## src/design/wcs_pkg.sv

```systemverilog
// wcs_pkg: shared types and constants for the windowed cube-sum block.
// Used by every module of the block but wcs_checker; no dependencies of its own.
package wcs_pkg;

  localparam int MAX_WIDTH  = 4096;
  localparam int MAX_HEIGHT = 4096;
  localparam int COL_W      = $clog2(MAX_WIDTH + 1);
  localparam int ROW_W      = $clog2(MAX_HEIGHT + 1);

  localparam int WIN_W      = 13;
  localparam int SHIFT_W    = 6;
  localparam int ROUND_W    = 31;
  localparam int COEF_W     = 16;
  localparam int MAG_W      = COEF_W + 1;
  localparam int SQ_W       = 2 * MAG_W;
  localparam int CUBE_W     = 3 * MAG_W;
  localparam int SUM_W      = 64;
  localparam int NUM_BANDS  = 3;

  localparam int CFG_IDX_W  = 3;
  localparam int CFG_DATA_W = 31;

  localparam int FIFO_DEPTH = 4;
  localparam int PTR_W      = $clog2(FIFO_DEPTH);
  localparam int CNT_W      = $clog2(FIFO_DEPTH + 1);

  // register indexes on the config port
  localparam logic [CFG_IDX_W-1:0] REG_WIN_LEFT   = 3'd0;
  localparam logic [CFG_IDX_W-1:0] REG_WIN_RIGHT  = 3'd1;
  localparam logic [CFG_IDX_W-1:0] REG_WIN_TOP    = 3'd2;
  localparam logic [CFG_IDX_W-1:0] REG_WIN_BOTTOM = 3'd3;
  localparam logic [CFG_IDX_W-1:0] REG_ROW_SHIFT  = 3'd4;
  localparam logic [CFG_IDX_W-1:0] REG_ROW_ROUND  = 3'd5;

  typedef struct packed {
    logic [WIN_W-1:0] left;
    logic [WIN_W-1:0] right;
    logic [WIN_W-1:0] top;
    logic [WIN_W-1:0] bottom;
  } win_cfg_t;

  typedef struct packed {
    logic [SHIFT_W-1:0] shift;
    logic [ROUND_W-1:0] round;
  } row_cfg_t;

  // one classified sample, front to back
  typedef struct packed {
    logic [COEF_W-1:0] coef_h;
    logic [COEF_W-1:0] coef_v;
    logic [COEF_W-1:0] coef_d;
    logic              acc;       // sample lies inside the window
    logic              row_close; // row end or frame end
    logic              in_range;  // current row inside the window rows
    logic              frame_end;
  } item_t;

  typedef enum logic [2:0] {
    B_IDLE,
    B_SQ,
    B_CUBE,
    B_ACC,
    B_RND,
    B_SHF,
    B_FOLD,
    B_EMIT
  } back_state_t;

  // |c| of a 16-bit two's complement value; -32768 gives 32768
  function automatic logic [MAG_W-1:0] magnitude(input logic [COEF_W-1:0] c);
    logic [MAG_W-1:0] ext;
    ext = {1'b0, c};
    return c[COEF_W-1] ? MAG_W'((MAG_W'(1) << COEF_W) - ext) : ext;
  endfunction

endpackage

```

## src/design/wcs_front.sv

```systemverilog
// wcs_front: column/row tracking and window classification of input samples.
// Depends on wcs_pkg.
module wcs_front (
  input  logic              clk,
  input  logic              rst,
  input  wcs_pkg::win_cfg_t win,
  input  logic              accept,
  input  logic [15:0]       coef_h,
  input  logic [15:0]       coef_v,
  input  logic [15:0]       coef_d,
  input  logic              row_end,
  input  logic              frame_end,
  output wcs_pkg::item_t    item
);
  import wcs_pkg::*;

  localparam int CCMP_W = (COL_W > WIN_W) ? COL_W : WIN_W;
  localparam int RCMP_W = (ROW_W > WIN_W) ? ROW_W : WIN_W;

  logic [COL_W-1:0] col_count;
  logic [ROW_W-1:0] row_count;
  logic             row_in;
  logic             col_in;
  logic             close;

  assign row_in = (row_count < ROW_W'(MAX_HEIGHT)) &&
                  (RCMP_W'(row_count) >= RCMP_W'(win.top)) &&
                  (RCMP_W'(row_count) <  RCMP_W'(win.bottom));
  assign col_in = (col_count < COL_W'(MAX_WIDTH)) &&
                  (CCMP_W'(col_count) >= CCMP_W'(win.left)) &&
                  (CCMP_W'(col_count) <  CCMP_W'(win.right));
  assign close  = row_end | frame_end;

  always_comb begin
    item.coef_h    = coef_h;
    item.coef_v    = coef_v;
    item.coef_d    = coef_d;
    item.acc       = row_in & col_in;
    item.row_close = close;
    item.in_range  = row_in;
    item.frame_end = frame_end;
  end

  always_ff @(posedge clk) begin
    if (rst) begin
      col_count <= '0;
      row_count <= '0;
    end else if (accept) begin
      if (frame_end) begin
        col_count <= '0;
        row_count <= '0;
      end else if (close) begin
        col_count <= '0;
        if (row_count < ROW_W'(MAX_HEIGHT)) row_count <= row_count + 1'b1;
      end else if (col_count < COL_W'(MAX_WIDTH)) begin
        col_count <= col_count + 1'b1;
      end
    end
  end

endmodule

```

## config.mk

```make
export PLATFORM = sky130hd
export DESIGN_NAME = wcs_front
export DESIGN_NICKNAME = d
export VERILOG_FILES = /design/src/design/wcs_pkg.sv /design/src/design/wcs_front.sv
export SDC_FILE = /design/constraint.sdc
export NUM_CORES = 1
export LEC_CHECK = 0
export ABC_CLOCK_PERIOD_IN_PS = 2370
export BUFFER_PORTS_ARGS = -buffer_cell sky130_fd_sc_hd__clkbuf_2
export CORE_ASPECT_RATIO = 0.75
export CORE_MARGIN = 1
export CORE_UTILIZATION = 45
export CTS_CLUSTER_DIAMETER = 60
export DETAILED_ROUTE_END_ITERATION = 16
export GPL_ROUTABILITY_DRIVEN = 0
export PLACE_DENSITY_LB_ADDON = 0.25
export SETUP_SLACK_MARGIN = 0.1
export SLEW_MARGIN = 20
export SYNTH_ARGS = -nofsm -noshare
export SYNTH_HDL_FRONTEND = slang
export SYNTH_SLANG_ARGS = --single-unit
export TNS_END_PERCENT = 10
```

## constraint.sdc

```tcl
create_clock -name clk -period 2.37 [get_ports clk]
set_clock_uncertainty 0.15 [all_clocks]
set_input_delay 0.474 -clock clk [delete_from_list [all_inputs] [get_ports clk]]
set_output_delay 0.474 -clock clk [all_outputs]
set_load 0.1 [all_outputs]
```

==> results.md, run 1 <==
- Post-CTS setup buffers: 0
- Number of global-route vias before repair: 2345
- Area leader, netlist: ha_1
- Buf+Inv Stages, Crit Path: 1
- Sink Count: 26
- DRT iter0 DRCs: 97
- DPL Wire Length: 5270 µm
- CTS tree: yes
- Post-Syn Nets: 518
- Critical Path Slowest Stage Cell: dfxtp_4
- Ranking of synthesized cells by area: ha_1 23%, dfxtp_1 19%, buf_4 14%, inv_1 7.4%, a21oi_1 4.7%
- Max-slew violations: 0
- Layout cells sized above 1: 0.316
- Crit path launch type: flop
- Rows: 24
- Final non-filler cell total: 474
- Cells after Synth: 361
- Yosys top cell area share: 0.234
- Largest net degree at the start of global routing: 15
- Worst slew pin tran: 578 ps
- Clock slew at reported path FFs: 90 ps
- Clock period minus worst slack: 2740 ps
- Max cap viols: 0
- Chip Width: 92.7 µm
- Core ar.: 5890 µm²
- Count leader, synth: inv_1
- Ys Warns: 0
- Area growth from synthesis to layout: 17.6%
- Initial antenna violation count: 0
- Cells along the critical path: ha_4, o211ai_1, o21ai_1, o2111ai_2, a211oi_2, and4_4, buf_12
- Setup TNS: -644 ps
- Fmax: 0.364 GHz
- GRT Util Overall: 0.211
- Initial Utilization: 0.472
- Seq cells post-synth: 26
- First drt pass iteration count: 5
- Setup CP Type: reg -> out
- CP max stage delay: 380 ps
- Top cells by count, synth: 55 x inv_1, 52 x ha_1, 51 x buf_4, 26 x a21oi_1, 26 x dfxtp_1
- Vias per inst: 5.11
- Post-synth EDFFs: 0
- Nature of the critical path endpoint: output port
- Global-route wire length before repair: 10900 µm
- Worst Hold Class: in -> reg
- Max clock buf depth: 2
- # IOs: 157
- PD cells: 280 nW/µm²
- Vias: 2424
- DRC: 0
- Total power: 0.913 mW
- CP Max Fanout: 3
- Status: finished with violations
- Final Hold Viols: 0
- Async SR Flop Fraction: 0
- CP delay by family, top: compound AO/OA/AOI/OAI gates
- Chip Height: 70.0 µm
- Port bufs: 60
- # hold bufs at CTS: 0
- Post-synthesis area per instance: 7.69 µm²
- H-tree depth: 1
- Endpoints failing setup: 2
- Ant diodes: 0
- Required @ worst endpoint: 1750 ps
- CTS buffer count: 3
- CP Data Arrival Time: 2120 ps
- Slew HR: 0.613
- GRT Residual Overflow: 0
- Worst VDD drop: 0.000203 V
- Mapped Area: 2780 µm²
- Final period utilization: 1.16
- Clk_lat worst skew: 270 ps
- Post-synthesis cell type count: 42
- Die area: 6490 µm²
- Routed Antenna Nets: 0
- Core Util, Final: 0.554
- Root Buffer Master: clkbuf_8
- Final worst slack: -374 ps
- Nets@finish: 554
- Final WL: 6550 µm
- RSZ-0062 raised after global routing: true
- Dpl cells: 470
- Leak Pwr: 1.69 nW
- Synth Flop Type: dfxtp_1
- Sequential-to-total area share from yosys stat: 0.188
- Failing checks: negative setup slack
- Wire per inst: 13.8 µm
placed cells by master, fill, tap and decap left out, types with 4 or more instances in the layout:
cell type   n
a21o_1      7
a21oi_1    24
and3_1      5
buf_4      26
clkbuf_2   57
clkbuf_8    5
dfxtp_1    16
dfxtp_2     7
ha_1       43
ha_4        9
inv_1      53
nand2_1    19
nand3_1     7
nand4_1     7
nor2_1     23
nor2b_1     4
o21ai_0    13
or3_1      10
xnor2_1     8
path summary, 6_finish.rpt:
path / startpoint / to / slack, ps / cells past startpoint
worst max-delay path: row_count[3] / item[3] / -370 / 7
worst min register to register: col_count[10] / col_count[10] / 400 / 2
worst max register to register: row_count[12] / row_count[10] / 490 / 5
worst min-delay path: rst / row_count[0] / 310 / 2
where the power goes:
part | total, mW | switching [mW] | internal [mW]
clock network | 0.295 | 0.146 | 0.149
registers | 0.436 | 0.00114 | 0.435
logic | 0.182 | 0.0997 | 0.0825
logic make-up (layout without fill, tap and decap cells):
group           Yosys count  in the layout  share of synthesized area
xor+xnor                 11             11                     0.0347
simple gates             91             91                      0.166
buf+inv                 110            145                      0.219
compound gates           70             70                      0.155
mux                       1              1                    0.00361
fa+ha+maj                52             52                      0.234
flops                    26             26                      0.188
sequential cells by signal, indices dropped and copies added, names as in the netlist:
| register | count |
|---|---|
| col_count | 13 |
| row_count | 13 |
through the flow:
step	instance area, µm²	worst slack, ps	hold slack [ps]
after floorplan	2820	-53.5	320
after global placement	3040	-387	373
after detailed placement	3040	-483	386
after CTS	3210	-367	309
after global routing	3260	-445	321
final	3260	-374	309
area by class of cell:
type | instances | area (µm²)
Clock buffer | 4 | 55.1
Tap cell | 78 | 97.6
Fill cell | 569 | 2620
Sequential cell | 26 | 541
Multi-Input combinational cell | 225 | 1820
Inverter | 55 | 214
Timing Repair Buffer | 86 | 534
per-layer routing:
layer | track usage | vias up | part of all wire
li1 | - | 1260 | -
met1 | 0.272 | 1081 | 0.48
met2 | 0.348 | 51 | 0.44
met3 | 0.0294 | 32 | 0.038
met4 | 0.0974 | 0 | 0.035
met5 | 0 | - | 0
timing repair:
action | CTS | global route
setup endpoints to repair | 2 | 2
hold endpoints to repair | 0 | 0
pin swaps | 13 | 6
resized for setup | 28 | 8
(Power assumes the default switching activity.)
==> run 2: changes to the inputs <==
- CORE_UTILIZATION: 45 -> 38
==> results.md, run 2 (synthesis results as in run 1) <==
- Nets@finish: 555
- DRC: 0
- Final WL: 6000 µm
- Max cap viols: 0
- GRT Util Overall: 0.167
- Clock period minus worst slack: 2750 ps
- Root Buffer Master: clkbuf_8
- DPL Wire Length: 4900 µm
- Max-slew violations: 0
- Max clock buf depth: 2
- Port bufs: 60
- Rows: 26
- Dpl cells: 490
- Logic gate share of total power: 0.180
- Final Hold Viols: 0
- Endpoints failing setup: 2
- Required @ worst endpoint: 1750 ps
- First drt pass iteration count: 4
- Wire per inst: 12.1 µm
- Largest net degree at the start of global routing: 16
- Switching share of power: 0.252
- Die area: 7650 µm²
- FF/Latch Area: 531 µm²
- Setup CP Type: reg -> out
- Clock power frac: 0.380
- GRT Residual Overflow: 0
- Clock slew at reported path FFs: 100 ps
- Chip Height: 76.0 µm
- CP Max Fanout: 3
- PD cells: 305 nW/µm²
- Final worst slack: -382 ps
- Core ar.: 6930 µm²
- Worst Hold Class: in -> reg
- Area growth from synthesis to layout: 17.9%
- Initial Utilization: 0.401
- # IOs: 157
- Final non-filler cell total: 495
- Fillers: 704
- Slew HR: 0.594
- Routed Antenna Nets: 0
- Largest regs: col_count: 13 flops, row_count: 13 flops
- Clk_lat worst skew: 280 ps
- Global-route wire length before repair: 10400 µm
- Layout cells sized above 1: 0.302
- Number of global-route vias before repair: 2396
- Worst VDD drop: 0.000310 V
- Nature of the critical path endpoint: output port
- Sink Count: 26
- Sw Pwr: 0.251 mW
- DRT iter0 DRCs: 73
- Reg power frac: 0.440
- Failing checks: negative setup slack
- Crit path launch type: flop
- Initial antenna violation count: 0
- Final period utilization: 1.16
- Multi-input logic area: 1780 µm²
- Leak Pwr: 1.70 nW
- Fmax: 0.363 GHz
- Vias per inst: 4.85
- CP Data Arrival Time: 2130 ps
- Setup TNS: -720 ps
- Internal power: 0.747 mW
- Ant diodes: 0
- Vias: 2402
- RSZ-0062 raised after global routing: true
- Commonest non-fill, non-tap cells in the layout: 56 x clkbuf_2, 53 x inv_1, 45 x ha_1
- H-tree depth: 1
- Commonest non-fill, non-tap cell in the layout: clkbuf_2
- Chip Width: 101 µm
- CTS tree: yes
- # hold bufs at CTS: 0
- Worst slew pin tran: 608 ps
- Status: finished with violations
- CTS buffer count: 3
run 2: path summary, 6_finish.rpt:
path	from	to	slack (ps)	depth (start not counted)
setup / recovery	row_count[1]	item[3]	-380	7
hold reg to reg	col_count[10]	col_count[10]	410	2
setup reg to reg	row_count[12]	row_count[10]	510	5
hold / removal	rst	row_count[1]	290	2
run 2: layout make-up:
type,count,share of cell area
Clock buffer,3,0.0126
Multi-Input combinational cell,225,0.546
Clock inverter,1,0.00918
Inverter,55,0.0654
Timing Repair Buffer,87,0.168
Sequential cell,26,0.162
Tap cell,98,0.0375
run 2: routing by layer:
layer | part of all wire | GRT usage
met1 | 0.53 | 0.231
met2 | 0.42 | 0.268
met3 | 0.040 | 0.0294
met4 | 0.012 | 0.0377
met5 | 0 | 0
run 2: through the flow:
step	cell area (µm²)	power (mW)	setup WS [ps]	hold slack, ps	utilization
2_1_floorplan	2820	0.926	-53.5	320	-
3_3_place_gp	3070	0.615	-358	381	0.443
3_5_place_dp	3070	0.619	-407	399	0.443
4_1_cts	3220	1.01	-369	279	0.465
5_1_grt	3270	1.05	-470	289	0.472
6_report	3270	0.999	-382	285	0.472
run 2: power groups by stage:
| stage | clock (mW) | combinational (mW) | sequential [mW] |
|---|---|---|---|
| after global routing | 0.401 | 0.207 | 0.440 |
| after CTS | 0.392 | 0.177 | 0.440 |
| after floorplan | 0 | 0.476 | 0.450 |
| final | 0.379 | 0.180 | 0.440 |
| after detailed placement | 0 | 0.169 | 0.450 |
| after global placement | 0 | 0.165 | 0.450 |
run 2: timing repair:
action,CTS,global route
endpoints found under the setup margin,2,2
setup buffers,1,0
pin swaps,8,7
gates resized for setup,20,8
run 2: worst max-delay path, cell delays in order (launching register included):
cell,delay [ps]
dfxtp_2,350
ha_1,270
o211ai_1,80
o21ai_1,190
o2111ai_2,170
a211oi_2,330
and4_4,280
buf_12,170
