## src/design/wcs_pkg.sv

```systemverilog
// wcs_pkg: shared types and constants for the windowed cube-sum block.
// Used by every module of the block but wcs_checker; no dependencies of its own.
package wcs_pkg;

  localparam int MAX_WIDTH  = 4096;
  localparam int MAX_HEIGHT = 4096;
  localparam int COL_W      = $clog2(MAX_WIDTH + 1);
  localparam int ROW_W      = $clog2(MAX_HEIGHT + 1);

  localparam int WIN_W      = 13;
  localparam int SHIFT_W    = 6;
  localparam int ROUND_W    = 31;
  localparam int COEF_W     = 16;
  localparam int MAG_W      = COEF_W + 1;
  localparam int SQ_W       = 2 * MAG_W;
  localparam int CUBE_W     = 3 * MAG_W;
  localparam int SUM_W      = 64;
  localparam int NUM_BANDS  = 3;

  localparam int CFG_IDX_W  = 3;
  localparam int CFG_DATA_W = 31;

  localparam int FIFO_DEPTH = 4;
  localparam int PTR_W      = $clog2(FIFO_DEPTH);
  localparam int CNT_W      = $clog2(FIFO_DEPTH + 1);

  // register indexes on the config port
  localparam logic [CFG_IDX_W-1:0] REG_WIN_LEFT   = 3'd0;
  localparam logic [CFG_IDX_W-1:0] REG_WIN_RIGHT  = 3'd1;
  localparam logic [CFG_IDX_W-1:0] REG_WIN_TOP    = 3'd2;
  localparam logic [CFG_IDX_W-1:0] REG_WIN_BOTTOM = 3'd3;
  localparam logic [CFG_IDX_W-1:0] REG_ROW_SHIFT  = 3'd4;
  localparam logic [CFG_IDX_W-1:0] REG_ROW_ROUND  = 3'd5;

  typedef struct packed {
    logic [WIN_W-1:0] left;
    logic [WIN_W-1:0] right;
    logic [WIN_W-1:0] top;
    logic [WIN_W-1:0] bottom;
  } win_cfg_t;

  typedef struct packed {
    logic [SHIFT_W-1:0] shift;
    logic [ROUND_W-1:0] round;
  } row_cfg_t;

  // one classified sample, front to back
  typedef struct packed {
    logic [COEF_W-1:0] coef_h;
    logic [COEF_W-1:0] coef_v;
    logic [COEF_W-1:0] coef_d;
    logic              acc;       // sample lies inside the window
    logic              row_close; // row end or frame end
    logic              in_range;  // current row inside the window rows
    logic              frame_end;
  } item_t;

  typedef enum logic [2:0] {
    B_IDLE,
    B_SQ,
    B_CUBE,
    B_ACC,
    B_RND,
    B_SHF,
    B_FOLD,
    B_EMIT
  } back_state_t;

  // |c| of a 16-bit two's complement value; -32768 gives 32768
  function automatic logic [MAG_W-1:0] magnitude(input logic [COEF_W-1:0] c);
    logic [MAG_W-1:0] ext;
    ext = {1'b0, c};
    return c[COEF_W-1] ? MAG_W'((MAG_W'(1) << COEF_W) - ext) : ext;
  endfunction

endpackage

```

## src/design/wcs_fifo.sv

```systemverilog
// wcs_fifo: short queue of classified samples between front and back.
// Depends on wcs_pkg.
module wcs_fifo (
  input  logic           clk,
  input  logic           rst,
  input  logic           push,
  input  wcs_pkg::item_t push_data,
  output logic           full,
  input  logic           pop,
  output wcs_pkg::item_t pop_data,
  output logic           empty
);
  import wcs_pkg::*;

  item_t            mem [FIFO_DEPTH];
  logic [PTR_W-1:0] wr_ptr;
  logic [PTR_W-1:0] rd_ptr;
  logic [CNT_W-1:0] count;

  assign full     = (count == CNT_W'(FIFO_DEPTH));
  assign empty    = (count == '0);
  assign pop_data = mem[rd_ptr];

  always_ff @(posedge clk) begin
    if (push) mem[wr_ptr] <= push_data;
  end

  always_ff @(posedge clk) begin
    if (rst) begin
      wr_ptr <= '0;
      rd_ptr <= '0;
      count  <= '0;
    end else begin
      if (push) wr_ptr <= PTR_W'((32'(wr_ptr) + 1) % FIFO_DEPTH);
      if (pop)  rd_ptr <= PTR_W'((32'(rd_ptr) + 1) % FIFO_DEPTH);
      if (push && !pop)      count <= count + 1'b1;
      else if (pop && !push) count <= count - 1'b1;
    end
  end

endmodule

```

## config.mk

```make
export PLATFORM = sky130hd
export DESIGN_NAME = wcs_fifo
export DESIGN_NICKNAME = d
export VERILOG_FILES = /design/src/design/wcs_pkg.sv /design/src/design/wcs_fifo.sv
export SDC_FILE = /design/constraint.sdc
export NUM_CORES = 1
export LEC_CHECK = 0
export BUFFER_PORTS_ARGS = -buffer_cell sky130_fd_sc_hd__buf_2
export CAP_MARGIN = 5
export CORE_ASPECT_RATIO = 1.4
export CORE_MARGIN = 1.5
export CORE_UTILIZATION = 53
export CTS_BUF_LIST = sky130_fd_sc_hd__clkbuf_2 sky130_fd_sc_hd__clkbuf_4 sky130_fd_sc_hd__clkbuf_8
export DETAILED_ROUTE_END_ITERATION = 8
export PLACE_DENSITY_LB_ADDON = 0.05
export SYNTH_ARGS = -nofsm -noshare
export SYNTH_HDL_FRONTEND = slang
export SYNTH_SLANG_ARGS = --single-unit
export TNS_END_PERCENT = 10
```

## constraint.sdc

```tcl
create_clock -name clk -period 2.4 [get_ports clk]
set_input_delay 0.36 -clock clk [delete_from_list [all_inputs] [get_ports clk]]
set_output_delay 0.36 -clock clk [all_outputs]
set_load 0.02 [all_outputs]
```

==> metrics.md, run 1 <==
| Metric | Value |
|---|---|
| Outcome | finished clean |
| Post-synthesis async set-or-reset flop share | 0 |
| Total of max-cap violations | 0 |
| Maximum fanout encountered on the critical timing path | 18 |
| DP Wirelength | 8230 um |
| Number of distinct library cells after synthesis | 22 |
| Power density normalized to cell area | 846.1 nW/um^2 |
| ANT nets after route | 0 |
| WP data required | 2.04 ns |
| Number of slew-limit violations in the final report | 0 |
| Finish-stage setup viols | 0 |
| Largest cells by area after synthesis | edfxtp_1, mux4_2, dfxtp_1 |
| Hold Buf Count CTS | 0 |
| Synthesized flop and latch total | 217 |
| Number of buffers added by the clock tree synthesis step | 31 |
| Fin Setup TNS | 0 ns |
| Cell Count Post-Placement | 616 |
| Fraction of synthesized cell area taken by the top area cell type | 0.7813 |
| Initial DRC count | 110 |
| Non-filler instance count after layout | 678 |
| Cell family with the largest share of critical-path delay | multiplexers |
| Portion of total power attributed to sequential cells | 0.553 |
| # Post-CTS Setup Buffers | 3 |
| Net switching power figure | 1.835 mW |
| Net total in the final layout | 525 |
| GRT overflow | 0 |
| Worst relative slew slack | 0.6064 |
| Layout overhead on the synthesized area | 17.69% |
| CTS resizes | 0 |
| Share of layout cells above drive strength 1 | 0.4784 |
| Sequential cell area fraction in the yosys report | 0.8039 |
| Clock Sink Count | 217 |
| Worst-path cell with the longest stage delay | mux4_2 |
| CORE AREA | 14570 sq um |
| Yosys top cell by area | edfxtp_1 |
| EDFF count, synth | 208 |
| Setup Skew | 0.008447 ns |
| Arrival @ worst endpoint | 1.89 ns |
| Post-CTS clock slew at the launch and capture registers of the worst setup and hold paths | 0.06 ns |
| Path category of the worst min-delay check | primary input to flop |
| Die outline area | 15840 sq um |
| Leakage power | 3.258 nW |
| Synth warnings | 0 |
| Clock network fraction of total power | 0.330 |
| Die Wd | 106.8 um |
| Wire length of the first global-routing pass | 21050 um |
| Synthesized Nets | 378 |
| Pin count of the biggest net entering global routing | 37 |
| Clock tree root buffer cell | clkbuf_8 |
| Vias in the first global route | 4108 |
| Iteration count of the initial detailed-routing pass | 4 |
| Core utilization of the finished layout | 0.6455 |
| Area after DPL | 8805 sq um |
| Initial antenna violation count | 1 |
| Number of port buffers | 109 |
| Aggregate global-route resource usage | 0.1771 |
| Worst Max-Slew Pin Slew | 0.5904 ns |
| Clock latency on the worst-skew pair | 0.53 ns |
| Post-synthesis cell area | 7994 sq um |
| Die span in y | 148.3 um |
| Mean instance size in the synthesized netlist | 25.30 sq um |
| Dpl ws | 0.5363 ns |
| Area of all placed cells without fillers | 9408 sq um |
| Number of buffer and inverter stages on the critical path | 2 |
| Part of the power in combinational logic | 0.117 |
| Worst VDD drop | 0.5833 mV |
| Final critical-path setup slack | 0.1483 ns |
| Starting density of the core | 0.5485 |
| DR vias | 3683 |
| Cell count after synthesis | 316 |
| Final estimated routing congestion in global placement | 0.7019 |
| Cells along the critical path | buf_12, mux4_2, buf_2 |
| Number of top-level pins | 110 |
| Part of the cycle the worst path needs | 0.9382 |
| Detail-routed net length per standard cell | 19.60 um |
| RSZ-0062 raised after global routing | no |
| Proportion of total power due to net switching | 0.2306 |
| Int Power | 6.124 mW |
| Main synth FF type | edfxtp_1 |
| Wire length reported by the detailed router | 13290 um |
| Nature of the critical path startpoint | flop |
| Critical Path Max Stage Delay | 0.55 ns |
| CTS tree | done |
| Final-report hold violation count | 0 |
| Critical Path Sink Type | output port |
| Row count | 52 |
| Per-cell via count in the routed design | 5.432 |
| Number of remaining DRC errors | 0 |
| Critical path start-end classification | flop to output port |
| Maximum level of the CTS H-tree | 1 |
| Tmin final | 2.252 ns |
| Highest achievable clock rate | 444.1 MHz |
| Max Buffers Root-to-Sink | 3 |
[cell type report]
type | count | area (sq um)
multi-input cells | 82 | 1414
clock buffers | 42 | 509.2
repair buffers | 127 | 730.7
diodes | 2 | 5.005
fillers | 1021 | 5166
flip-flops and latches | 217 | 6431
inverters | 4 | 15.01
well taps | 189 | 236.5
clock inverters | 15 | 66.31
[cell usage after synthesis, drive strengths merged, types with 2 or more instances]
library cell    n
mux2i           2
ha              5
dfxtp           9
nor2            7
edfxtp        208
inv             4
mux4           52
xor2            3
and2            4
buf            11
xnor2           2
clkbuf          2
[layout by cell type, fill, tap and decap left out]
cell type,n
or3_1,1
o21ai_0,1
inv_1,4
mux4_1,2
xor2_1,3
clkinv_1,7
clkinv_2,8
xnor2_1,2
a21oi_1,1
ha_1,5
dfxtp_1,7
diode_2,2
buf_12,4
nor3b_1,1
clkbuf_8,31
dfxtp_4,1
nand2_1,1
buf_4,14
fa_1,1
clkbuf_4,11
nor2_1,7
buf_2,109
and2_2,4
edfxtp_1,208
dfxtp_2,1
nor3_1,1
mux2i_1,2
mux4_2,50
[cells by family (layout without fill, tap and decap cells)]
group,after synthesis,count (layout),share of synthesized area
flops,217,217,0.8039
other cells,0,2,0
mux,54,54,0.1499
xor+xnor,5,5,0.005479
buf+inv,17,188,0.01988
fa+ha+maj,6,6,0.01033
simple gates,15,15,0.009235
compound gates,2,2,0.001251
[registers in the layout, summed over array words and instances (netlist names), named ones only]
register / count
mem: 208
wr_ptr: 2
rd_ptr: 2
count: 3
[power by group through the flow]
stage	clock (mW)	combinational [mW]	sequential (mW)
floorplan	0	0.634	4.47
global placement	0	0.927	4.48
detailed placement	0	0.936	4.49
CTS	2.71	0.953	4.40
global route	2.84	1.01	4.42
finish	2.63	0.932	4.40
[stage by stage]
| step | total power, mW | hold WS, ns |
|---|---|---|
| finish | 7.960 | 0.04041 |
| detailed placement | 5.427 | 0.5061 |
| global placement | 5.405 | 0.4821 |
| global route | 8.270 | 0.002238 |
| floorplan | 5.101 | 0.4589 |
| CTS | 8.070 | 0.009020 |
[layer usage]
metal  GRT usage  routed length [um]  vias up
li1            -                   -     1634
met5           0                   0        -
met2      0.3000                6936      120
met4     0.07533                 422        0
met1      0.2224                5188     1897
met3     0.03769                 742       32
[final timing paths]
| check | from | to | slack (ns) | cells after the start |
|---|---|---|---|---|
| min reg2reg | count[2] | count[2] | 0.51 | 2 |
| max | flop | pop_data[46] | 0.15 | 3 |
| min | push_data[24] | mem[0][24] | 0.04 | 1 |
| max reg2reg | wr_ptr[0] | mem[0][2] | 0.80 | 4 |
Note: power is estimated with default switching activity, not from simulation.
==> run 2: changes to the inputs <==
- CORE_ASPECT_RATIO: 1.4 -> unset
- CORE_UTILIZATION: 53 -> 55
- SKIP_CTS_REPAIR_TIMING: unset -> 1
- clock period: 2.4 -> 2.1 ns (I/O delays scaled with it)
==> run 2 against run 1 <==
  * The flow now finishes with violations (negative setup slack)
  * Via count is essentially flat
  * Sequential power grew 14%
  * Design area grew 5.0%
  * Die area shrank 3.6%
  * Sequential share of layout area shrank 3.2 points
  * Clock skew grew 0.0087 ns
  * Power grew 22%
==> metrics.md, run 2 (synthesized netlist as in run 1, its figures left out) <==
| Metric | Value |
|---|---|
| Part of the cycle the worst path needs | 1.050 |
| Clock tree root buffer cell | clkbuf_8 |
| Number of buffers added by the clock tree synthesis step | 36 |
| Die Wd | 123.6 um |
| Worst VDD drop | 0.6366 mV |
| Number of port buffers | 109 |
| Path category of the worst min-delay check | primary input to flop |
| Number of flip-flops under the largest register name | 208 |
| Tmin final | 2.204 ns |
| Min-Delay Path Depth | 1 |
| Net total in the final layout | 535 |
| Detail-routed net length per standard cell | 21.27 um |
| Reg-to-reg slack, setup | 0.51 ns |
| Cell family with the largest share of critical-path delay | multiplexers |
| ANT nets after route | 0 |
| Layout overhead on the synthesized area | 23.54% |
| Clock Sink Count | 217 |
| Critical Path Max Stage Delay | 0.53 ns |
| Leakage power | 3.427 nW |
| Largest regs | mem: 208 flops, count: 3 flops |
| Max Buffers Root-to-Sink | 3 |
| Area of all placed cells without fillers | 9876 sq um |
| Iteration count of the initial detailed-routing pass | 4 |
| Critical Path Sink Type | output port |
| Die span in y | 123.6 um |
| RSZ-0062 raised after global routing | yes |
| Endpoint with the worst hold slack | mem[2][17] |
| Power density normalized to cell area | 986.4 nW/um^2 |
| Final estimated routing congestion in global placement | 0.6546 |
| DP Wirelength | 7751 um |
| WP data required | 1.78 ns |
| Largest Register | mem |
| Row count | 43 |
| Final critical-path setup slack | -0.1042 ns |
| Most frequent cells in the layout | edfxtp_1, buf_2, mux4_2 |
| Critical path start-end classification | flop to output port |
| Outcome | complete, but fails checks |
| Arrival @ worst endpoint | 1.89 ns |
| Setup Skew | 0.01715 ns |
| Share of layout cells above drive strength 1 | 0.4859 |
| Capture instance of the worst register-to-register path | mem[2][27] |
| Most frequent standard cell in the layout excluding fill and tap cells | edfxtp_1 |
| Wire length reported by the detailed router | 14420 um |
| Per-cell via count in the routed design | 5.428 |
| Die outline area | 15270 sq um |
| Failing checks | negative setup slack |
| Cells along the critical path | buf_12, clkbuf_16, mux4_2, buf_6 |
| Worst relative slew slack | 0.7464 |
| Clock latency on the worst-skew pair | 0.51 ns |
| GRT overflow | 0 |
| Maximum fanout encountered on the critical timing path | 6 |
| Worst flop-to-flop path startpoint | wr_ptr[0] |
| Aggregate global-route resource usage | 0.1876 |
| Nature of the critical path startpoint | flop |
| Initial antenna violation count | 2 |
| Number of top-level pins | 110 |
| Total of max-cap violations | 0 |
| CORE AREA | 14040 sq um |
| Post-CTS clock slew at the launch and capture registers of the worst setup and hold paths | 0.06 ns |
| Area after DPL | 8806 sq um |
| Highest achievable clock rate | 453.7 MHz |
| Initial DRC count | 202 |
| Number of buffer and inverter stages on the critical path | 3 |
| Vias in the first global route | 3904 |
| Final-report hold violation count | 0 |
| Number of slew-limit violations in the final report | 0 |
| Finish-stage setup viols | 52 |
| Worst hold path startpoint | push_data[17] |
| Dpl ws | 0.3061 ns |
| CTS tree | done |
| Starting density of the core | 0.5693 |
| DR vias | 3680 |
| Maximum level of the CTS H-tree | 2 |
| Number of remaining DRC errors | 0 |
| Post-route total power | 9.741 mW |
| Worst-path cell with the longest stage delay | mux4_2 |
| Core utilization of the finished layout | 0.7033 |
| R2R depth | 4 |
| Hold Worst Slack | 0.01764 ns |
| Wire length of the first global-routing pass | 20630 um |
| Worst Max-Slew Pin Slew | 0.3805 ns |
| Pin count of the biggest net entering global routing | 53 |
[run 2: changes by cell type in the layout (fill, tap and decap cells not counted), moves of 7 or more]
| cell | change |
|---|---|
| buf_2 | -21 |
| buf_4 | -12 |
| buf_6 | +21 |
| clkbuf_8 | +8 |
| clkinv_2 | -7 |
[run 2: metrics by stage]
| step | cells | TNS, ns |
|---|---|---|
| floorplan | 316 | -12.72 |
| global placement | 602 | 0 |
| detailed placement | 602 | 0 |
| CTS | 663 | -8.095 |
| global route | 676 | -6.262 |
| finish | 678 | -2.867 |
[run 2: how the worst max path moves through the flow]
stage	from	to	slack (ns)	depth (start not counted)
3_3_place_gp	flop	pop_data[38]	0.33	3
4_1_cts	flop	pop_data[38]	-0.22	3
6_report	flop	pop_data[46]	-0.10	4
5_1_grt	flop	pop_data[46]	-0.16	4
3_5_place_dp	push	count[2]	0.31	7
2_1_floorplan	wr_ptr[0]	mem[0][0]	-0.09	3
[run 2: layout make-up]
class	count	area (sq um)
inverter	4	15.01
antenna	2	5.005
clock inverter	8	35.03
fill	885	4167
tap	180	225.2
clock buffer	53	641.9
sequential	217	6431
timing repair buffer	132	1112
multi-input combinational	82	1410
[run 2: per-layer routing]
| metal | up-vias | global-route usage | wire length (um) |
|---|---|---|---|
| met3 | 28 | 0.05950 | 908 |
| met4 | 2 | 0.07040 | 259 |
| li1 | 1661 | - | - |
| met2 | 108 | 0.3031 | 7148 |
| met5 | - | 0 | 12 |
| met1 | 1881 | 0.2416 | 6092 |
[run 2: power breakdown]
part / total, mW / switching (mW) / internal (mW)
Combinational: 1.26 / 0.660 / 0.601
Sequential: 5.03 / 0.0614 / 4.97
Clock: 3.45 / 1.50 / 1.94
Total: 9.74 / 2.23 / 7.52
